`src/hdl/bmp_row_pixel_unpacker_assert.svh`:
```
// Assertion macros for the BMP row pixel unpacker.
// Used by the top level; expects i_clk and i_rst_n in scope.
`ifndef BMP_ROW_PIXEL_UNPACKER_ASSERT_SVH
`define BMP_ROW_PIXEL_UNPACKER_ASSERT_SVH

// Implication checked on every clock while out of reset.
`define BMPU_ASSERT_IMP(lbl, ante, cons) \
    lbl: assert property (@(posedge i_clk) disable iff (!i_rst_n) (ante) |-> (cons)) \
        else $error("bmpu assertion failed");

// Condition that must hold in the cycle after reset is applied.
`define BMPU_ASSERT_AFTER_RST(lbl, cons) \
    lbl: assert property (@(posedge i_clk) (!i_rst_n) |=> (cons)) \
        else $error("bmpu reset assertion failed");

`endif

```
`src/hdl/bmpu_fifo.sv`:
```
// Small register FIFO, show-ahead read.
// No dependencies.
`timescale 1ns / 1ps
`default_nettype none

module bmpu_fifo #(
    parameter int WIDTH = 8,
    parameter int DEPTH = 4
) (
    input  wire logic             i_clk,
    input  wire logic             i_rst_n,
    input  wire logic             i_push,
    input  wire logic [WIDTH-1:0] i_wdata,
    output logic                  o_full,
    input  wire logic             i_pop,
    output logic      [WIDTH-1:0] o_rdata,
    output logic                  o_empty
);

    localparam int AW = (DEPTH > 1) ? $clog2(DEPTH) : 1;
    localparam int CW = $clog2(DEPTH + 1);

    logic [WIDTH-1:0] r_mem [DEPTH];
    logic [AW-1:0]    r_wptr, n_wptr;
    logic [AW-1:0]    r_rptr, n_rptr;
    logic [CW-1:0]    r_count, n_count;
    logic             do_push, do_pop;

    assign o_full  = (r_count == CW'(DEPTH));
    assign o_empty = (r_count == '0);
    assign o_rdata = r_mem[r_rptr];
    assign do_push = i_push && !o_full;
    assign do_pop  = i_pop && !o_empty;

    always_comb begin
        n_wptr  = r_wptr;
        n_rptr  = r_rptr;
        n_count = r_count;
        if (do_push) begin
            n_wptr = (r_wptr == AW'(DEPTH - 1)) ? '0 : r_wptr + 1'b1;
        end
        if (do_pop) begin
            n_rptr = (r_rptr == AW'(DEPTH - 1)) ? '0 : r_rptr + 1'b1;
        end
        if (do_push && !do_pop) begin
            n_count = r_count + 1'b1;
        end else if (do_pop && !do_push) begin
            n_count = r_count - 1'b1;
        end
    end

    always_ff @(posedge i_clk) begin
        if (!i_rst_n) begin
            r_wptr  <= '0;
            r_rptr  <= '0;
            r_count <= '0;
        end else begin
            r_wptr  <= n_wptr;
            r_rptr  <= n_rptr;
            r_count <= n_count;
        end
    end

    always_ff @(posedge i_clk) begin
        if (do_push) begin
            r_mem[r_wptr] <= i_wdata;
        end
    end

endmodule

`default_nettype wire

```
`config.mk`:
```
export PLATFORM = sky130hd
export DESIGN_NAME = bmpu_fifo
export DESIGN_NICKNAME = d
export VERILOG_FILES = /design/src/hdl/bmp_row_pixel_unpacker_assert.svh /design/src/hdl/bmpu_fifo.sv
export SDC_FILE = /design/constraint.sdc
export NUM_CORES = 1
export LEC_CHECK = 0
export ABC_AREA = 1
export BUFFER_PORTS_ARGS = -buffer_cell sky130_fd_sc_hd__clkbuf_2
export CELL_PAD_IN_SITES_DETAIL_PLACEMENT = 2
export CELL_PAD_IN_SITES_GLOBAL_PLACEMENT = 2
export CORE_ASPECT_RATIO = 2
export CORE_UTILIZATION = 40
export CTS_CLUSTER_SIZE = 30
export DETAILED_ROUTE_END_ITERATION = 8
export PLACE_DENSITY_LB_ADDON = 0.1
export RECOVER_POWER = 25
export SYNTH_ARGS = -nofsm -noshare
export SYNTH_HDL_FRONTEND = slang
export SYNTH_SLANG_ARGS = --single-unit
```
`constraint.sdc`:
```
create_clock -name i_clk -period 5.3 [get_ports i_clk]
set_clock_uncertainty 0.1 [all_clocks]
set_input_delay 1.06 -clock i_clk [delete_from_list [all_inputs] [get_ports i_clk]]
set_output_delay 1.06 -clock i_clk [all_outputs]
set_load 0.02 [all_outputs]
```
Word level (Yosys, flattened, before mapping)
Memories as Yosys holds them, arrays and structs flattened. A register that Yosys moved wholly into a read port is not among the register bits.
Cells that the tools add are included.
{ "op_classes": {"muxes": 8, "n_addsub": 4, "n_eq_ne": 3, "n_reduce_logical": 10} }
{ "ops": {"columns": ["cell", "n"], "rows": [
  ["two-way mux 2 bit", 4],
  ["two-way mux 3 bit", 2],
  ["adder 2 x 1 -> 2 bit, second input constant", 2],
  ["== test 2 bit, second input constant", 2],
  ["logical AND 1 bit", 4],
  ["zero test 1 bit", 4],
  ["adder 3 x 1 -> 3 bit, second input constant", 1],
  ["== test 3 bit, second input constant", 1],
  ["zero test 3 bit", 1],
  ["subtractor 3 x 1 -> 3 bit, second input constant", 1],
  ["two-way mux 1 bit", 2],
  ["nonzero test 2 bit", 1]
]} }
{ "totals": {"in_bits": 12, "ram_bits": 32, "memories": 1, "ff_bits": 7, "wordCells": 29, "out_inout_bits": 10} }
{ "mem_list": {"columns": ["name", "words", "width", "rd", "rd_ports_with_merged_regs", "wr", "line_no", "text"], "rows": [
  ["r_mem", 4, 8, 1, 1, 1, "bmpu_fifo.sv:23", "logic [WIDTH-1:0] r_mem [DEPTH];"]
]} }

Depth between registers and ports, before layout
{ "logic_depth": {"depth_word": 7, "depth_mapped": 13, "ltp_nobuf": 13} }

Worst setup path before layout
OpenSTA, ideal clock, no wires.
{ "synth_path": {"path_type": "in2reg", "startpoint": "input i_push", "endpoint": "register r_count[1]", "arrival_time_ns": 2.063, "stages": 7, "path_slack_ns": 3.022, "cell_sequence": "nand2_2 inv_1 ha_1 inv_1 fa_1 o21ai_0 nor2_1"} }
{ "synth_between": {"word_cells_on_any_way": 6} }
{ "synth_lines": {"columns": ["item", "line_no", "text"], "rows": [
  ["start, declared", "bmpu_fifo.sv:12", "input wire logic i_push,"],
  ["logical AND 1 bit", "bmpu_fifo.sv:32", "assign do_push = i_push && !o_full;"],
  ["via do_push", "bmpu_fifo.sv:27", "logic do_push, do_pop;"],
  ["logical AND 1 bit", "bmpu_fifo.sv:45", "if (do_push && !do_pop) begin"],
  ["two-way mux 3 bit", "bmpu_fifo.sv:45", null],
  ["via n_count[1]", "bmpu_fifo.sv:26", "logic [CW-1:0] r_count, n_count;"],
  ["end signal, assigned", "bmpu_fifo.sv:60", "r_count <= n_count;"],
  ["end, declared", "bmpu_fifo.sv:26", null]
]} }
The timed path passes the listed nets, and every way through them passes these cells.
A chain may end at the register's enable or synchronous reset.

==> key figures <==
Run status
  – Outcome: finished, final reports clean

Clock tree
  – CTS clk-pin slew, worst paths: 0.08 ns
  – TritonCTS Buffers: 5
  – Post-CTS Setup Inserts: 0
  – Clk root buf: clkbuf_8
  – CTS Hold Bufs: 0
  – Clock sinks: 41
  – Number of H-tree levels: 2
  – Clk buf depth: 2
  – Post-CTS sizing: 0
  – Worst-skew pair later-pin latency: 0.29 ns
  – TritonCTS clock tree: done

Finish
  – NumNets Final: 193
  – Share of layout cells above drive strength 1: 16.0%
  – Area delta synth->final: 14.8%
  – Post-Layout Cell Count: 227
  – Commonest non-fill, non-tap cells in the layout: nor2_1 (33), edfxtp_1 (32), inv_1 (18)
  – Filler Cells Inserted: 433
  – Design Area, Final: 0.00194 sq mm
  – Ant diodes: 0
  – Final design utilization: 47.5%
  – Leading cell type in the layout, fill and taps excluded: nor2_1

Global routing
  – Total global routing overflow: 0
  – First-pass GRT wire length: 5700 um
  – Initial antenna violation count: 0
  – Largest net degree at the start of global routing: 18
  – Number of global-route vias before repair: 1234
  – Overall Global Routing Usage: 18.9%

Synth
  – Mux contribution to synthesized area: 0%
  – Syn. warnings: 0
  – Synth Area in Adders: 5.62%
  – Post-synthesis register bit count: 41
  – Post-synth cell types: 18
  – Avg Synthesized Cell Area: 11.4 sq um
  – Synth Area in Simple Gates: 11.9%
  – Xor-xnor portion of the synthesized cell area: 0%
  – Synth Area in Compound Gates: 9.53%
  – Post-Synthesis Cells: 148
  – Syn Std Cell Area: 0.00169 sq mm
  – Synthesized net count: 167
  – Post-synthesis sequential area ratio: 67.4%
  – Largest family of logic cells by synthesized area: simple AND/OR/NAND/NOR gates

Placement
  – Dpl cells: 219
  – Placed Area: 0.00184 sq mm
  – IO Port Bufs: 21
  – Setup slack at placement: 2.66 ns
  – Routability cong.: 0.754
  – DP HPWL: 2920 um

Pwr
  – Leak Pwr: 0.770 nW
  – Power Density: 523 mW/mm^2
  – Total power: 1.02 mW
  – Max VDD drop: 0.328 mV

Timing
  – Relative slew margins: 43.7%
  – Slew Limit Fails: 0
  – Min cycle time layout: 2.93 ns
  – RSZ-0062 raised after global routing: no
  – TNS Setup: 0 ns
  – # setup viols final: 0
  – Final hold violation count: 0
  – Worst-Margin Slew: 0.841 ns
  – PnR worst setup slack: 2.37 ns
  – Hold slack final: 0.426 ns
  – Peak Freq: 0.342 GHz
  – Final Cycle Share: 55.2%

Detailed routing
  – Via count of the routed design: 1143
  – DRT Pass-1 Iters: 4
  – Iter 0 DRT Violations: 8
  – Vias per std cell: 5.04
  – Detail Route Antenna Nets: 0
  – Drt drc: 0
  – Avg WL per Cell: 16.5 um
  – WL final: 3740 um

Die
  – Die H: 94 um
  – Rows: 33
  – Die ar.: 0.00451 sq mm
  – I/O pins: 22
  – Initial Utilization: 41.4%
  – Core ar.: 0.00409 sq mm
  – DIE WIDTH: 48 um

Critical path
  – Crit path max fanout: 17
  – Critical path capture point type: primary output
  – Worst Path Arrival: 1.77 ns
  – Crit path launch type: flip-flop
  – Kind of critical path: flip-flop to primary output
  – CP required: 4.14 ns

Worst hold path
  – Hold/Removal Path Class: flip-flop to flip-flop

Flow run
  – Max-Cap Viols: 0
## per-layer routing
layer | GRT usage [%] | share of wire (%) | vias to the layer above
li1 | - | - | 552
met1 | 17.4 | 33 | 558
met2 | 35.4 | 62 | 24
met5 | 0 | 0 | -
met3 | 3.65 | 2.5 | 9
met4 | 8.80 | 2.6 | 0
## final timing paths
| kind | startpoint | end | slack (ns) | depth (start not counted) |
|---|---|---|---|---|
| min reg2reg | r_count[0] | r_count[0] | 0.43 | 2 |
| min | r_count[0] | r_count[0] | 0.43 | 2 |
| max | flip-flop | o_rdata[4] | 2.37 | 4 |
| max reg2reg | r_count[1] | r_count[1] | 3.18 | 9 |
## cells by family after synthesis
family | count (synthesis)
and+or+nand+nor | 51
DFF | 41
AOI/OAI and AO/OA | 28
buffers and inverters | 21
adders and majority gates | 7
## final cells by class
class                           count  area [sq um]  share of cell area (%)
Sequential cell                    41          1140                    58.7
Inverter                           19          71.3                    3.67
Clock inverter                      2          16.3                   0.837
Clock buffer                        6          93.8                    4.83
Multi-Input combinational cell     86           458                    23.6
Tap cell                           52          65.1                    3.35
Timing Repair Buffer               21          97.6                    5.02
## state kept, by name, summed over array words and instances, names as in the netlist, named ones only
name and flops:
r_mem 32, r_count 3, r_rptr 2, r_wptr 2
## worst max-delay path: stages, from the launching register on
cell and delay [ns]:
dfxtp_1 0.69, inv_2 0.27, o21ai_0 0.25, o22ai_1 0.10
clkbuf_2 0.16
## synth_stat cells (all sizes together)
cell type / number / area, sq um
a21oi: 2 / 10.0
dfxtp: 9 / 180
fa: 1 / 20.0
edfxtp: 32 / 961
buf: 2 / 22.5
nand2: 15 / 58.8
nand3b: 1 / 7.51
nor2: 33 / 124
o21ai: 18 / 101
ha: 6 / 75.1
nand4: 1 / 6.26
o22ai: 8 / 50.1
nand3: 1 / 5.00
inv: 19 / 71.3
## power breakdown
group	switching [mW]	internal (mW)
combinational	0.231	0.109
sequential	0.0425	0.400
clock	0.111	0.122
Note: power is estimated with default switching activity, not from simulation.
