$ cat config.mk
export PLATFORM = sky130hd
export DESIGN_NAME = bmpu_front
export DESIGN_NICKNAME = d
export VERILOG_FILES = /design/src/hdl/bmp_row_pixel_unpacker_assert.svh /design/src/hdl/bmpu_pkg.sv /design/src/hdl/bmpu_front.sv
export SDC_FILE = /design/constraint.sdc
export NUM_CORES = 1
export LEC_CHECK = 0
export BUFFER_PORTS_ARGS = -buffer_cell sky130_fd_sc_hd__buf_4
export CAP_MARGIN = 30
export CORE_MARGIN = 4
export CORE_UTILIZATION = 50
export CTS_CLUSTER_SIZE = 12
export DETAILED_ROUTE_END_ITERATION = 6
export PLACE_DENSITY = 0.77
export SYNTH_ARGS = -nofsm -noshare
export SYNTH_HDL_FRONTEND = slang
export SYNTH_SLANG_ARGS = --single-unit
$ cat constraint.sdc
create_clock -name i_clk -period 11.2 [get_ports i_clk]
set_clock_uncertainty 0.2 [all_clocks]
set_input_delay 1.12 -clock i_clk [delete_from_list [all_inputs] [get_ports i_clk]]
set_output_delay 1.12 -clock i_clk [all_outputs]
set_load 0.05 [all_outputs]
$ cat src/hdl/bmp_row_pixel_unpacker_assert.svh
// Assertion macros for the BMP row pixel unpacker.
// Used by the top level; expects i_clk and i_rst_n in scope.
`ifndef BMP_ROW_PIXEL_UNPACKER_ASSERT_SVH
`define BMP_ROW_PIXEL_UNPACKER_ASSERT_SVH

// Implication checked on every clock while out of reset.
`define BMPU_ASSERT_IMP(lbl, ante, cons) \
    lbl: assert property (@(posedge i_clk) disable iff (!i_rst_n) (ante) |-> (cons)) \
        else $error("bmpu assertion failed");

// Condition that must hold in the cycle after reset is applied.
`define BMPU_ASSERT_AFTER_RST(lbl, cons) \
    lbl: assert property (@(posedge i_clk) (!i_rst_n) |=> (cons)) \
        else $error("bmpu reset assertion failed");

`endif

$ cat src/hdl/bmpu_pkg.sv
// Shared types, codes and helpers for the BMP row pixel unpacker.
// No dependencies.
`timescale 1ns / 1ps
`default_nettype none

package bmpu_pkg;

    localparam int MAX_WIDTH_DEF       = 65535;
    localparam int PALETTE_ENTRIES_DEF = 256;
    localparam int JOB_QUEUE_DEPTH     = 4;
    localparam int OUT_QUEUE_DEPTH     = 4;

    localparam int W_IMG_WIDTH = 16;
    localparam int W_CFG_DATA  = 16;
    localparam int W_ROW_BYTES = 18;
    localparam int W_PITCH     = 19;
    localparam int W_ROW_BITS  = 21;

    localparam logic [2:0] DEPTH_1BPP  = 3'd0;
    localparam logic [2:0] DEPTH_4BPP  = 3'd1;
    localparam logic [2:0] DEPTH_8BPP  = 3'd2;
    localparam logic [2:0] DEPTH_16BPP = 3'd3;
    localparam logic [2:0] DEPTH_24BPP = 3'd4;
    localparam logic [2:0] DEPTH_32BPP = 3'd5;

    localparam logic CFG_DEPTH_MODE  = 1'b0;
    localparam logic CFG_IMAGE_WIDTH = 1'b1;

    localparam logic [7:0] ALPHA_OPAQUE = 8'hFF;

    typedef enum logic [1:0] {
        JOB_PAL_WR,
        JOB_INDEXED,
        JOB_DIRECT
    } t_job_kind;

    typedef enum logic [1:0] {
        IBPP_1,
        IBPP_4,
        IBPP_8
    } t_ibpp;

    typedef struct packed {
        t_job_kind   kind;
        t_ibpp       bpp;
        logic [3:0]  npix;
        logic        row_end;
        logic [7:0]  data;
        logic [31:0] color;
    } t_job;

    typedef struct packed {
        logic [31:0] argb;
        logic        last_byte;
        logic        last_row;
    } t_pix;

    function automatic logic [7:0] widen5(input logic [4:0] v);
        return {v, v[4:2]};
    endfunction

endpackage

`default_nettype wire

$ cat src/hdl/bmpu_front.sv
// Front end: accepts beats, tracks row position, gathers multi-byte pixels
// and issues jobs to the back end. Depends on bmpu_pkg.
`timescale 1ns / 1ps
`default_nettype none

module bmpu_front #(
    parameter int MAX_WIDTH = bmpu_pkg::MAX_WIDTH_DEF
) (
    input  wire logic                               i_clk,
    input  wire logic                               i_rst_n,
    input  wire logic                               i_push,
    input  wire logic                               i_q_full,
    input  wire logic                               i_req_type,
    input  wire logic [7:0]                         i_data_byte,
    input  wire logic [7:0]                         i_palette_index,
    input  wire logic [23:0]                        i_palette_rgb,
    input  wire logic [2:0]                         i_depth_mode,
    input  wire logic [bmpu_pkg::W_IMG_WIDTH-1:0]   i_image_width,
    output bmpu_pkg::t_job                          o_job,
    output logic                                    o_job_push
);

    import bmpu_pkg::*;

    logic [W_ROW_BYTES-1:0] r_byte_cnt, n_byte_cnt;
    logic [W_IMG_WIDTH-1:0] r_pix_cnt, n_pix_cnt;
    logic [1:0]             r_phase, n_phase;
    logic [23:0]            r_partial, n_partial;

    logic                   accept, is_data;
    logic [2:0]             mode;
    logic [W_IMG_WIDTH-1:0] eff_w;
    logic [W_ROW_BITS-1:0]  row_bits, row_bits_up;
    logic [W_PITCH-1:0]     row_bytes, pitch_sum, pitch, nb;
    logic [W_IMG_WIDTH:0]   rem;
    logic                   active, multi, emit, complete, row_wrap;
    logic [2:0]             need;
    logic [3:0]             npix;
    logic [23:0]            gathered;
    logic [31:0]            argb;
    t_job                   job;

    assign accept  = i_push && !i_q_full;
    assign is_data = !i_req_type;

    always_comb begin
        eff_w = (i_image_width > W_IMG_WIDTH'(MAX_WIDTH)) ? W_IMG_WIDTH'(MAX_WIDTH)
                                                          : i_image_width;
        unique case (i_depth_mode)
            DEPTH_1BPP:  mode = DEPTH_1BPP;
            DEPTH_4BPP:  mode = DEPTH_4BPP;
            DEPTH_16BPP: mode = DEPTH_16BPP;
            DEPTH_24BPP: mode = DEPTH_24BPP;
            DEPTH_32BPP: mode = DEPTH_32BPP;
            default:     mode = DEPTH_8BPP;
        endcase

        unique case (mode)
            DEPTH_1BPP:  row_bits = W_ROW_BITS'(eff_w);
            DEPTH_4BPP:  row_bits = W_ROW_BITS'({eff_w, 2'b00});
            DEPTH_16BPP: row_bits = W_ROW_BITS'({eff_w, 4'b0000});
            DEPTH_24BPP: row_bits = W_ROW_BITS'({eff_w, 4'b0000})
                                  + W_ROW_BITS'({eff_w, 3'b000});
            DEPTH_32BPP: row_bits = W_ROW_BITS'({eff_w, 5'b00000});
            default:     row_bits = W_ROW_BITS'({eff_w, 3'b000});
        endcase
        row_bits_up = row_bits + W_ROW_BITS'(7);
        row_bytes   = W_PITCH'(row_bits_up >> 3);
        pitch_sum   = row_bytes + W_PITCH'(3);
        pitch       = {pitch_sum[W_PITCH-1:2], 2'b00};
        nb          = W_PITCH'(r_byte_cnt) + W_PITCH'(1);
        row_wrap    = (nb >= pitch);

        rem    = (W_IMG_WIDTH + 1)'(eff_w) - (W_IMG_WIDTH + 1)'(r_pix_cnt);
        active = (r_pix_cnt < eff_w);

        gathered = r_partial;
        unique case (r_phase)
            2'd0: gathered[7:0]   = r_partial[7:0]   | i_data_byte;
            2'd1: gathered[15:8]  = r_partial[15:8]  | i_data_byte;
            2'd2: gathered[23:16] = r_partial[23:16] | i_data_byte;
            2'd3: gathered        = r_partial;
        endcase

        unique case (mode)
            DEPTH_16BPP: need = 3'd2;
            DEPTH_24BPP: need = 3'd3;
            default:     need = 3'd4;
        endcase
        complete = ((3'(r_phase) + 3'd1) >= need);

        unique case (mode)
            DEPTH_16BPP: argb = {ALPHA_OPAQUE, widen5(gathered[14:10]),
                                 widen5(gathered[9:5]), widen5(gathered[4:0])};
            DEPTH_24BPP: argb = {ALPHA_OPAQUE, gathered};
            default:     argb = {i_data_byte, gathered};
        endcase

        job       = '0;
        job.kind  = JOB_INDEXED;
        job.bpp   = IBPP_8;
        job.data  = i_data_byte;
        job.color = argb;
        multi     = 1'b0;
        emit      = 1'b1;
        npix      = 4'd1;
        unique case (mode)
            DEPTH_1BPP: begin
                job.bpp = IBPP_1;
                npix    = (rem >= (W_IMG_WIDTH + 1)'(8)) ? 4'd8 : rem[3:0];
            end
            DEPTH_4BPP: begin
                job.bpp = IBPP_4;
                npix    = (rem >= (W_IMG_WIDTH + 1)'(2)) ? 4'd2 : rem[3:0];
            end
            DEPTH_16BPP, DEPTH_24BPP, DEPTH_32BPP: begin
                job.kind = JOB_DIRECT;
                multi    = 1'b1;
                emit     = complete;
            end
            default: begin
                job.bpp = IBPP_8;
            end
        endcase
        job.npix    = npix;
        job.row_end = ((W_IMG_WIDTH + 1)'(npix) == rem);

        if (!is_data) begin
            job.kind    = JOB_PAL_WR;
            job.bpp     = IBPP_8;
            job.data    = i_palette_index;
            job.color   = {8'h00, i_palette_rgb};
            job.npix    = '0;
            job.row_end = 1'b0;
        end

        n_byte_cnt = r_byte_cnt;
        n_pix_cnt  = r_pix_cnt;
        n_phase    = r_phase;
        n_partial  = r_partial;
        if (accept && is_data) begin
            if (active && emit) begin
                n_pix_cnt = r_pix_cnt + W_IMG_WIDTH'(npix);
            end
            if (active && multi) begin
                n_phase   = complete ? 2'd0 : r_phase + 2'd1;
                n_partial = complete ? 24'd0 : gathered;
            end
            n_byte_cnt = nb[W_ROW_BYTES-1:0];
            if (row_wrap) begin
                n_byte_cnt = '0;
                n_pix_cnt  = '0;
                n_phase    = '0;
                n_partial  = '0;
            end
        end
    end

    assign o_job      = job;
    assign o_job_push = accept && (!is_data || (active && emit));

    always_ff @(posedge i_clk) begin
        if (!i_rst_n) begin
            r_byte_cnt <= '0;
            r_pix_cnt  <= '0;
            r_phase    <= '0;
            r_partial  <= '0;
        end else begin
            r_byte_cnt <= n_byte_cnt;
            r_pix_cnt  <= n_pix_cnt;
            r_phase    <= n_phase;
            r_partial  <= n_partial;
        end
    end

endmodule

`default_nettype wire

## After elaboration in Yosys (flattened, before gate mapping)

Index checks and enable logic that the tools add are counted.

- Register bits: 60
- Word-level logic and storage cells: 73

- $add $sub $neg: 8
- Order comparisons: 6
- Equal/unequal tests: 11
- Multiplexer cells: 25
- Bitwise operators: 3
- Reduce and logical (&&, ||, !) cells: 16

Operators with widths:

| cell | number |
|---|---|
| $pmux W21 S5 | 1 |
| $mux W24 | 3 |
| $pmux W32 S2 | 1 |
| $mux W49 | 1 |
| $mux W16 | 3 |
| $mux W8 | 3 |
| $or A8 B8 Y8 | 3 |
| $add A20 B19 Y21 | 1 |
| $add A21 B3 Y21 const B | 1 |
| $add A18 B1 Y19 const B | 1 |
| $add A18 B2 Y19 const B | 1 |
| $ge A19 B19 Y1 | 1 |
| $mux W18 | 1 |
| $eq A4 B17 Y1 | 1 |
| $ge A17 B2 Y1 const B | 1 |
| $ge A17 B4 Y1 const B | 1 |
| $sub A16 B16 Y17 | 1 |
| $add A16 B4 Y16 | 1 |
| $gt A16 B16 Y1 const B | 1 |
| $lt A16 B16 Y1 | 1 |
| $pmux W3 S5 | 1 |
| $eq A3 B3 Y1 const B | 4 |
| $mux W2 | 4 |
| $mux W4 | 2 |
| 19 further kinds | 30 |

## Longest topological paths before layout

Gate-level depths: netlist of the first run.

- Depth after elaboration: 9
- Depth in mapped cells: 24
- Depth with buffers taken out: 22

## Worst setup path before layout of the first run

OpenSTA, ideal clock, no wires.

- Path kind: in2out
- Start point: input i_image_width[0] (netlist bit)
- End point: output o_job[43] (netlist bit)
- Arrival time: 5.017 ns
- Setup slack: 4.863 ns
- Stages: 13
- Path through: inv_1 ha_1 inv_1 fa_1 a21o_1 a21oi_1 nand2b_1 a21oi_1 a221oi_1 mux2i_1 a2111oi_4 nand3_1 nor4_1

RTL lines:

| what | line | source |
|---|---|---|
| from (decl) | bmpu_front.sv:18 | `input wire logic [bmpu_pkg::W_IMG_WIDTH-1:0] i_image_width,` |
| to (decl) | bmpu_front.sv:19 | `output bmpu_pkg::t_job o_job,` |

## Worst setup path after layout of the first run

- Start point: input i_image_width[1] (netlist bit)
- End point: register r_phase[0]

- Word-level cells in the longest chain between the ends: 9

Ends and longest elaborated chain:

| what | line | source |
|---|---|---|
| $gt A16 B16 Y1 | bmpu_front.sv:47 | `eff_w = (i_image_width > W_IMG_WIDTH'(MAX_WIDTH)) ? W_IMG_WIDTH'(MAX_WIDTH)` |
| $mux W16 * | bmpu_front.sv:47 |  |
| $add A20 B19 Y21 | bmpu_front.sv:63 | `+ W_ROW_BITS'({eff_w, 3'b000});` |
| $pmux W21 S5 | bmpu_front.sv:58 | `unique case (mode)` |
| $add A21 B3 Y21 | bmpu_front.sv:67 | `row_bits_up = row_bits + W_ROW_BITS'(7);` |
| $add A18 B2 Y19 | bmpu_front.sv:69 | `pitch_sum = row_bytes + W_PITCH'(3);` |
| $ge A19 B19 Y1 | bmpu_front.sv:72 | `row_wrap = (nb >= pitch);` |
| $reduce_bool A2 Y1 (no source line) | n/a |  |
| $reduce_and A2 Y1 (no source line) | n/a |  |
| to (signal assigned) | bmpu_front.sv:171 | `r_phase <= n_phase;` |
| to (decl) | bmpu_front.sv:27 | `logic [1:0] r_phase, n_phase;` |

Mark *: on every way between the ends. The rest lies on a longest branch, timed or not.
A chain may end at the register's enable or synchronous reset.

==> impl_metrics.env, run 1 <==
export IMPL_start_kind="input port"
export IMPL_crit_buf_inv=2
export IMPL_yosysWarnings=0
export IMPL_drt_initial_drc_count=723
export IMPL_final_cell_mix="nand2_1 (153), buf_4 (116), nor2_1 (81)"
export IMPL_cts_htree_levels=3
export IMPL_area_growth_pct=16.4
export IMPL_worstPathArrival_ns=7.12
export IMPL_dieHeight_um=128
export IMPL_fp_row_count=43
export IMPL_fin_area_um2=8380
export IMPL_vdd_ir_drop_max_v=0.0000682
export IMPL_relSlewSlack=0.310
export IMPL_hold_class="flop to flop"
export IMPL_maxSlewViolCount=0
export IMPL_antenna_cells=0
export IMPL_clock_path_buffers=2
export IMPL_grt_start_max_net_pins=59
export IMPL_grt_ovfl_total=0
export IMPL_dp_slack_ns=3.89
export IMPL_cts_root_buf="clkbuf_16"
export IMPL_core_um2=14000
export IMPL_worst_slack_ns=4.14
export IMPL_gp_congestion=0.942
export IMPL_vias=7718
export IMPL_cp_slowest_cell="or4_1"
export IMPL_clkLatencyLatePin_ns=0.35
export IMPL_dp_hpwl_mm=16.7
export IMPL_setup_viol=0
export IMPL_fin_crit_sh=0.631
export IMPL_synth_ff_type="dfxtp_1"
export IMPL_drc=0
export IMPL_grt_pass1_wl_mm=34.5
export IMPL_rsz0062_at_grt="false"
export IMPL_grt_usage=0.255
export IMPL_worstPathMaxFanout=26
export IMPL_ant_nets=0
export IMPL_ys_async_sr_fraction=0
export IMPL_synth_cells=1012
export IMPL_die_w_um=128
export IMPL_routedWlPerCell_um=16.9
export IMPL_synth_nets=1141
export IMPL_start_util=0.515
export IMPL_clk_pin_slew_ns=0.05
export IMPL_synth_cell_types=84
export IMPL_numCtsBuffers=9
export IMPL_grt_antenna_before_repair=0
export IMPL_final_layout_size_suffix_gt1_frac=0.156
export IMPL_ys_seq_area_frac=0.167
export IMPL_postCtsSetupBuffers=0
export IMPL_ys_ff_latch=60
export IMPL_period_minus_slack_ns=7.06
export IMPL_num_nets_final=1219
export IMPL_critical_path_class="input port to flop"
export IMPL_total_power_mw=0.783
export IMPL_syn_area_per_cell_um2=7.11
export IMPL_setup_tns_ns=0
export IMPL_cts_resized=0
export IMPL_fin_util=0.599
export IMPL_maxCapViolations=0
export IMPL_hold_buffers=0
export IMPL_hold_viol_final=0
export IMPL_cpLargestDelayFamily="compound AO/OA/AOI/OAI gates"
export IMPL_cp_common_cell="ha_1"
export IMPL_maxClockFrequency_mhz=142
export IMPL_synth_edf_count=0
export IMPL_io_pins=114
export IMPL_worstMarginPinSlew_ns=1.02
export IMPL_end_kind="flop"
export IMPL_layout_commonest_cell="nand2_1"
export IMPL_critPathRequiredTime_ns=11.26
export IMPL_die_area_um2=16400
export IMPL_portBuffers=113
export IMPL_status="finished, final reports clean"
export IMPL_n_fill_cell=1346
export IMPL_cts_tree="done"
export IMPL_wl_mm=21.5
export IMPL_slowest_delay_ns=0.99
export IMPL_post_synth_instance_area_um2=7200
export IMPL_p_per_area_nw_per_um2=93.4
export IMPL_whs_ns=0.259
export IMPL_dpl_cell_area_um2=8080
export IMPL_grt_pass1_vias=6831
export IMPL_place_inst=1259
export IMPL_path_cells="buf_4 -> ha_1 -> inv_1 -> fa_1 -> nor2b_1 -> o31a_1 -> o221a_2 -> nor3b_1 -> o21ba_2 -> nand4b_1 -> nand3b_1 -> a2111oi_2 -> xnor2_1 -> ha_1 -> a211oi_1 -> o211ai_1 -> o21ai_1 -> nand2_1 -> or4_1 -> o22ai_1"
export IMPL_stdcell_count=1275
export IMPL_p_leak_nw=3.53
export IMPL_clock_sinks=60
export IMPL_drtPass1Iterations=5
export IMPL_viasPerCell=6.05
state kept, by name (all words and copies together) (netlist names):
| signal | cells |
|---|---|
| r_byte_cnt | 18 |
| r_partial | 24 |
| r_phase | 2 |
| r_pix_cnt | 16 |
worst paths after layout:
check | start | endpoint | slack (ns) | cells past startpoint
setup reg to reg | r_byte_cnt[0]$_SDFFE_PN0P_ | r_phase[0]$_SDFFE_PN0P_ | 5.68 | 15
setup / recovery | i_image_width[1] | r_phase[0]$_SDFFE_PN0P_ | 4.14 | 20
hold / removal | r_partial[13]$_SDFFE_PN0P_ | r_partial[13]$_SDFFE_PN0P_ | 0.26 | 1
hold reg to reg | r_partial[13]$_SDFFE_PN0P_ | r_partial[13]$_SDFFE_PN0P_ | 0.26 | 1
area by class of cell:
cell class | count | area (um^2) | area share
repair buffers | 118 | 887 | 0.106
well taps | 180 | 225 | 0.0269
clock buffers | 9 | 225 | 0.0269
clock inverters | 7 | 75.1 | 0.00896
flip-flops and latches | 60 | 1200 | 0.143
multi-input cells | 846 | 5560 | 0.663
inverters | 55 | 208 | 0.0248
cells by family (layout without fill, tap and decap cells):
| family | after synthesis | count (layout) | share of synthesized area |
|---|---|---|---|
| flip-flops | 60 | 60 | 0.167 |
| XOR/XNOR | 48 | 48 | 0.0584 |
| AO/OA/AOI/OAI | 306 | 306 | 0.292 |
| AND/OR/NAND/NOR | 398 | 398 | 0.262 |
| adder cells (fa/ha/maj) | 66 | 66 | 0.118 |
| buffers and inverters | 106 | 189 | 0.0607 |
| multiplexers | 28 | 28 | 0.0429 |
worst register-to-register path: stages (launching register included):
cell and delay [ns]:
dfxtp_1 0.41, ha_1 0.25, nand3_1 0.20, nor2_1 0.27, nand3_1 0.26, nor2_1 0.28
nand3_1 0.25, nor2_1 0.19, xor2_1 0.11, ha_1 0.23, a211oi_1 0.29, o211ai_1 0.14
o21ai_1 0.71, nand2_1 0.36, or4_1 0.99, o22ai_1 0.30
metal layers:
| layer | share of wire | track usage | up-vias |
|---|---|---|---|
| li1 | - | - | 3859 |
| met1 | 0.46 | 0.364 | 3588 |
| met2 | 0.46 | 0.401 | 234 |
| met3 | 0.059 | 0.0283 | 37 |
| met4 | 0.020 | 0.0830 | 0 |
| met5 | 0 | 0 | - |
power by group:
group | total [mW] | switching, mW | leakage (nW) | internal [mW]
sequential | 0.217 | 0.00226 | 0.484 | 0.215
combinational | 0.281 | 0.180 | 2.90 | 0.101
clock | 0.284 | 0.112 | 0.138 | 0.173
total | 0.783 | 0.294 | 3.53 | 0.489
cell usage after synthesis (6+ instances only):
cell type,number,area share
clkbuf_1,23,0.012
o2bb2ai_1,27,0.033
a21oi_1,73,0.051
nor3_1,19,0.013
and2_1,6,0.0052
dfxtp_1,60,0.17
nor2_1,81,0.042
and3_1,10,0.0087
xor2_1,13,0.016
o21a_1,9,0.0094
buf_1,11,0.0057
xnor2_1,35,0.043
nand2b_1,9,0.0078
nor2b_1,14,0.012
nand3_1,49,0.034
a311oi_1,7,0.0085
nor4_1,14,0.012
o22ai_1,9,0.0078
mux2_2,13,0.020
inv_1,52,0.027
ha_1,62,0.11
nand2_1,153,0.080
o211ai_1,8,0.0083
a21boi_0,13,0.014
a21o_1,16,0.017
o21ai_0,57,0.040
mux2i_1,14,0.019
a31oi_1,21,0.018
a211oi_1,9,0.0094
buf_2,12,0.0083
nand4_1,12,0.010
Power figures use the tool's default switching activity.
==> run 2, diff against run 1 <==
- PLACE_DENSITY: 0.77 -> 0.8
- clock period: 11.2 -> 6.35 ns (I/O delays scaled with it)
==> run 2 against run 1 <==
Sequential power is 77% higher. Combinational power is 79% higher. Critical path depth is 2 higher. Sequential share of layout area is 0.18 points lower. Core utilization is 0.77 points higher. First-iteration DRC count is 0.41% higher. Routed wire length is 2.9% higher. Via count is 2.6% higher. Critical path type unchanged. Largest cell class unchanged.
==> impl_metrics.env, run 2 (synthesized netlist as in run 1, its figures left out) <==
export IMPL_status="finished, final reports clean"
export IMPL_area_growth_pct=17.9
export IMPL_dp_hpwl_mm=16.8
export IMPL_die_w_um=128
export IMPL_worstPathArrival_ns=5.86
export IMPL_fin_crit_sh=0.914
export IMPL_maxClockFrequency_mhz=172
export IMPL_fp_row_count=43
export IMPL_total_power_mw=1.46
export IMPL_crit_buf_inv=3
export IMPL_clock_sinks=60
export IMPL_antenna_cells=0
export IMPL_die_area_um2=16400
export IMPL_start_kind="input port"
export IMPL_end_kind="flop"
export IMPL_whs_ns=0.260
export IMPL_clock_path_buffers=2
export IMPL_pwr_share_seq=0.264
export IMPL_clkLatencyLatePin_ns=0.33
export IMPL_hold_class="flop to flop"
export IMPL_p_comb_frac=0.345
export IMPL_final_cell_mix="nand2_1 (153), buf_4 (126), nor2_1 (81)"
export IMPL_vdd_ir_drop_max_v=0.000148
export IMPL_drt_initial_drc_count=726
export IMPL_r2r_slack_ns=0.95
export IMPL_largest_register_ffs=24
export IMPL_critPathRequiredTime_ns=6.40
export IMPL_cts_tree="done"
export IMPL_cts_resized=0
export IMPL_clk_pin_slew_ns=0.06
export IMPL_worstMarginPinSlew_ns=0.999
export IMPL_sw_frac_of_total=0.350
export IMPL_drtPass1Iterations=7
export IMPL_final_layout_size_suffix_gt1_frac=0.162
export IMPL_slowest_delay_ns=0.57
export IMPL_path_cells="buf_4 -> ha_1 -> inv_1 -> fa_1 -> nor2b_1 -> o31a_1 -> o221a_2 -> nor3b_1 -> o21ba_2 -> nand4b_1 -> nand3b_1 -> a2111oi_2 -> xnor2_1 -> ha_1 -> a211oi_1 -> a22oi_1 -> a21o_1 -> o2111ai_1 -> buf_4 -> and2_1 -> o221a_2 -> o2bb2ai_1"
export IMPL_reg2reg_to="r_pix_cnt[9]$_SDFFE_PN0P_"
export IMPL_rsz0062_at_grt="false"
export IMPL_grt_pass1_wl_mm=35.3
export IMPL_grt_usage=0.260
export IMPL_num_nets_final=1227
export IMPL_whs_endpoint="r_partial[22]$_SDFFE_PN0P_"
export IMPL_grt_pass1_vias=7043
export IMPL_reg2reg_from="r_pix_cnt[1]$_SDFFE_PN0P_"
export IMPL_cp_slowest_cell="o221a_2"
export IMPL_dieHeight_um=128
export IMPL_maxSlewViolCount=0
export IMPL_ff2ff_path_depth=20
export IMPL_top_regs="r_partial (24), r_byte_cnt (18), r_pix_cnt (16)"
export IMPL_largest_register="r_partial"
export IMPL_drc=0
export IMPL_whs_path_depth=1
export IMPL_postCtsSetupBuffers=0
export IMPL_portBuffers=113
export IMPL_worstPathMaxFanout=25
export IMPL_wl_mm=22.1
export IMPL_layout_commonest_cell="nand2_1"
export IMPL_p_switching_mw=0.510
export IMPL_setup_tns_ns=0
export IMPL_viasPerCell=6.17
export IMPL_relSlewSlack=0.331
export IMPL_period_minus_slack_ns=5.80
export IMPL_grt_ovfl_total=0
export IMPL_hold_buffers=0
export IMPL_start_util=0.515
export IMPL_cts_root_buf="clkbuf_16"
export IMPL_gp_congestion=0.946
export IMPL_setup_viol=0
export IMPL_p_leak_nw=3.59
export IMPL_maxCapViolations=0
export IMPL_cts_htree_levels=3
export IMPL_grt_antenna_before_repair=0
export IMPL_vias=7916
export IMPL_pwr_share_clk=0.391
export IMPL_grt_start_max_net_pins=59
export IMPL_internal_power_mw=0.945
export IMPL_routedWlPerCell_um=17.2
export IMPL_p_per_area_nw_per_um2=171
export IMPL_io_pins=114
export IMPL_hold_viol_final=0
export IMPL_min_from="r_partial[22]$_SDFFE_PN0P_"
export IMPL_critical_path_class="input port to flop"
export IMPL_numCtsBuffers=9
export IMPL_ant_nets=0
export IMPL_cpLargestDelayFamily="compound AO/OA/AOI/OAI gates"
export IMPL_core_um2=14000
run 2: cell types whose count changed in the layout (fill, tap and decap cells not counted), sizes merged:
cell,before,now
buf,118,126
bufinv,1,3
clkinvlp,3,1
run 2: worst reg2reg max path, delay by kind of cell (launching register included):
kind | cells | cell delay (ns)
compound gates | 9 | 2.47
buf+inv | 1 | 0.13
flops | 1 | 0.47
xor+xnor | 2 | 0.35
simple gates | 6 | 1.09
fa+ha+maj | 2 | 0.58
run 2: worst max path at each step:
stage	startpoint	endpoint	slack [ns]	depth (start not counted)
global placement	i_image_width[1]	r_phase[0]$_SDFFE_PN0P_	0.61	22
finish	i_image_width[1]	r_partial[19]$_SDFFE_PN0P_	0.55	22
floorplan	i_image_width[0]	r_partial[7]$_SDFFE_PN0P_	0.94	22
global route	i_image_width[1]	r_pix_cnt[0]$_SDFFE_PN0P_	0.16	21
detailed placement	i_image_width[1]	r_partial[19]$_SDFFE_PN0P_	0.42	22
CTS	i_image_width[1]	r_partial[19]$_SDFFE_PN0P_	0.61	22
run 2: area by class of cell:
type | instances | area (um^2)
Tap cell | 180 | 225
Clock inverter | 7 | 124
Timing Repair Buffer | 126 | 946
Sequential cell | 60 | 1200
Fill cell | 1292 | 5500
Clock buffer | 9 | 225
Multi-Input combinational cell | 846 | 5560
Inverter | 55 | 208
run 2: stage by stage:
stage	area [um^2]	setup WS, ns	std cells	utilization
after global routing	8490	0.157	1283	0.607
after floorplan	7200	0.941	1012	-
after detailed placement	8140	0.424	1267	0.582
after global placement	8140	0.606	1267	0.582
after CTS	8490	0.611	1283	0.607
final	8490	0.547	1283	0.607
run 2: layer usage:
layer / global-route usage / part of all wire / vias to the layer above
met3: 0.0233 / 0.060 / 41
met5: 0 / 0 / -
met4: 0.0780 / 0.018 / 0
met2: 0.420 / 0.47 / 310
li1: - / - / 3875
met1: 0.369 / 0.46 / 3690
run 2: power groups by stage:
stage               logic (mW)  clock network [mW]  registers (mW)
floorplan                0.344                   0           0.390
global placement         0.486                   0           0.392
detailed placement       0.492                   0           0.392
CTS                      0.495               0.574           0.384
global route             0.542               0.594           0.384
finish                   0.502               0.569           0.384
==> run 3, diff against run 2 <==
--- a/config.mk
+++ b/config.mk
@@ -9,5 +9,5 @@
 export CAP_MARGIN = 30
+export CORE_ASPECT_RATIO = 0.8
 export CORE_MARGIN = 4
 export CORE_UTILIZATION = 50
-export CTS_CLUSTER_SIZE = 12
 export DETAILED_ROUTE_END_ITERATION = 6
--- a/constraint.sdc
+++ b/constraint.sdc
@@ -4,2 +4,2 @@
 set_output_delay 0.635 -clock i_clk [all_outputs]
-set_load 0.05 [all_outputs]
+set_load 0.01 [all_outputs]
==> run 3 against run 2 <==
Routed wire length fell by 2.6%. Global-route usage fell by 0.42 points. Flip-flop and latch count did not move. Clock-buffer cell count rose by 1. Non-clock buffer count did not move. Critical path type unchanged. Power fell by 8.8%. Core utilization rose by 0.44 points. Cell count did not move. First-iteration DRC count rose by 4.8%. Design area fell by 0.37%. Largest cell class unchanged. Worst setup slack got worse by 0.056 ns. Maximum frequency fell by 0.95%.
==> impl_metrics.env, run 3 (synthesized netlist as in run 1, its figures left out) <==
export IMPL_dp_hpwl_mm=16.6
export IMPL_stdcell_count=1283
export IMPL_largest_register_ffs=24
export IMPL_grt_ovfl_total=0
export IMPL_setup_tns_ns=0
export IMPL_grt_pass1_vias=7084
export IMPL_maxCapViolations=0
export IMPL_worstPathArrival_ns=5.91
export IMPL_rsz0062_at_grt="false"
export IMPL_vdd_ir_drop_max_v=0.000123
export IMPL_start_util=0.520
export IMPL_clkLatencyLatePin_ns=0.33
export IMPL_critical_path_class="input port to flop"
export IMPL_cts_resized=0
export IMPL_setup_worst_path_start="i_image_width[1]"
export IMPL_viasPerCell=6.08
export IMPL_slowest_delay_ns=0.55
export IMPL_area_growth_pct=17.5
export IMPL_ant_nets=0
export IMPL_antenna_cells=0
export IMPL_largest_register="r_partial"
export IMPL_gp_congestion=0.952
export IMPL_path_cells="buf_4 -> ha_1 -> inv_1 -> fa_1 -> nor2b_1 -> o31a_1 -> o221a_2 -> nor3b_1 -> o21ba_2 -> nand4b_1 -> nand3b_1 -> a2111oi_2 -> xnor2_1 -> ha_1 -> a211oi_1 -> a22oi_1 -> a21o_1 -> o21ai_1 -> buf_4 -> and2_1 -> o221a_2 -> o2bb2ai_1"
export IMPL_total_power_mw=1.33
export IMPL_cts_htree_levels=3
export IMPL_cp_slowest_cell="o221a_2"
export IMPL_clock_path_buffers=2
export IMPL_hold_buffers=0
export IMPL_maxSlewViolCount=0
export IMPL_maxClockFrequency_mhz=171
export IMPL_status="finished, final reports clean"
export IMPL_grt_antenna_before_repair=0
export IMPL_routedWlPerCell_um=16.8
export IMPL_relSlewSlack=0.314
export IMPL_num_nets_final=1227
export IMPL_place_inst=1267
export IMPL_io_pins=114
export IMPL_hold_viol_final=0
export IMPL_n_fill_cell=1272
export IMPL_core_um2=13800
export IMPL_fin_area_um2=8460
export IMPL_top_regs="r_partial (24), r_byte_cnt (18), r_pix_cnt (16)"
export IMPL_dp_slack_ns=0.259
export IMPL_worst_slack_ns=0.492
export IMPL_worstMarginPinSlew_ns=1.03
export IMPL_grt_start_max_net_pins=59
export IMPL_p_per_area_nw_per_um2=157
export IMPL_clock_sinks=60
export IMPL_cts_root_buf="clkbuf_16"
export IMPL_vias=7807
export IMPL_crit_buf_inv=3
export IMPL_regArea_um2=1200
export IMPL_drt_initial_drc_count=761
export IMPL_drtPass1Iterations=6
export IMPL_die_area_um2=16400
export IMPL_dieHeight_um=115
export IMPL_min_from="r_partial[23]$_SDFFE_PN0P_"
export IMPL_fin_crit_sh=0.923
export IMPL_portBuffers=113
export IMPL_dpl_cell_area_um2=8140
export IMPL_postCtsSetupBuffers=0
export IMPL_grt_usage=0.256
export IMPL_hold_class="flop to flop"
export IMPL_setup_viol=0
export IMPL_worstPathMaxFanout=25
export IMPL_p_leak_nw=3.57
export IMPL_final_layout_size_suffix_gt1_frac=0.161
export IMPL_cpLargestDelayFamily="compound AO/OA/AOI/OAI gates"
export IMPL_start_kind="input port"
export IMPL_numCtsBuffers=9
export IMPL_drc=0
export IMPL_critPathRequiredTime_ns=6.40
export IMPL_period_minus_slack_ns=5.86
export IMPL_clk_pin_slew_ns=0.05
export IMPL_layout_commonest_cell="nand2_1"
export IMPL_multi_input_area_um2=5560
export IMPL_wl_mm=21.5
export IMPL_die_w_um=142
export IMPL_final_cell_mix="nand2_1 (153), buf_4 (126), nor2_1 (81)"
export IMPL_grt_pass1_wl_mm=34.8
export IMPL_end_kind="flop"
export IMPL_fp_row_count=38
export IMPL_reg2reg_from="r_pix_cnt[0]$_SDFFE_PN0P_"
export IMPL_cts_tree="done"
-- run 3: per-layer routing --
metal,vias up,wire length (um),GRT usage
li1,3866,-,-
met1,3581,9720,0.357
met2,334,9420,0.408
met3,26,2080,0.0532
met4,0,323,0.0614
met5,-,0,0
-- run 3: path summary, 6_finish.rpt --
path	to	slack, ns	cells after the start
max	r_partial[22]$_SDFFE_PN0P_	0.49	22
min	r_partial[23]$_SDFFE_PN0P_	0.26	1
max reg2reg	r_pix_cnt[15]$_SDFFE_PN0P_	1.04	21
min reg2reg	r_partial[23]$_SDFFE_PN0P_	0.26	1
-- run 3: area by class of cell --
type	instances	share of cell area
multi-input cells	846	0.657
flip-flops and latches	60	0.142
repair buffers	126	0.112
clock buffers	10	0.0271
well taps	180	0.0266
inverters	55	0.0246
clock inverters	6	0.0105
-- run 3: report_power, final --
part	switching [mW]	internal, mW	total, mW
Clock	0.171	0.343	0.514
Combinational	0.251	0.179	0.430
Sequential	0.00409	0.380	0.384
Total	0.427	0.901	1.33
-- run 3: stage by stage --
stage	hold WS, ns	utilization
after floorplan	0.233	-
after global placement	0.244	0.588
after detailed placement	0.248	0.588
after CTS	0.264	0.611
after global routing	0.278	0.611
final	0.264	0.611
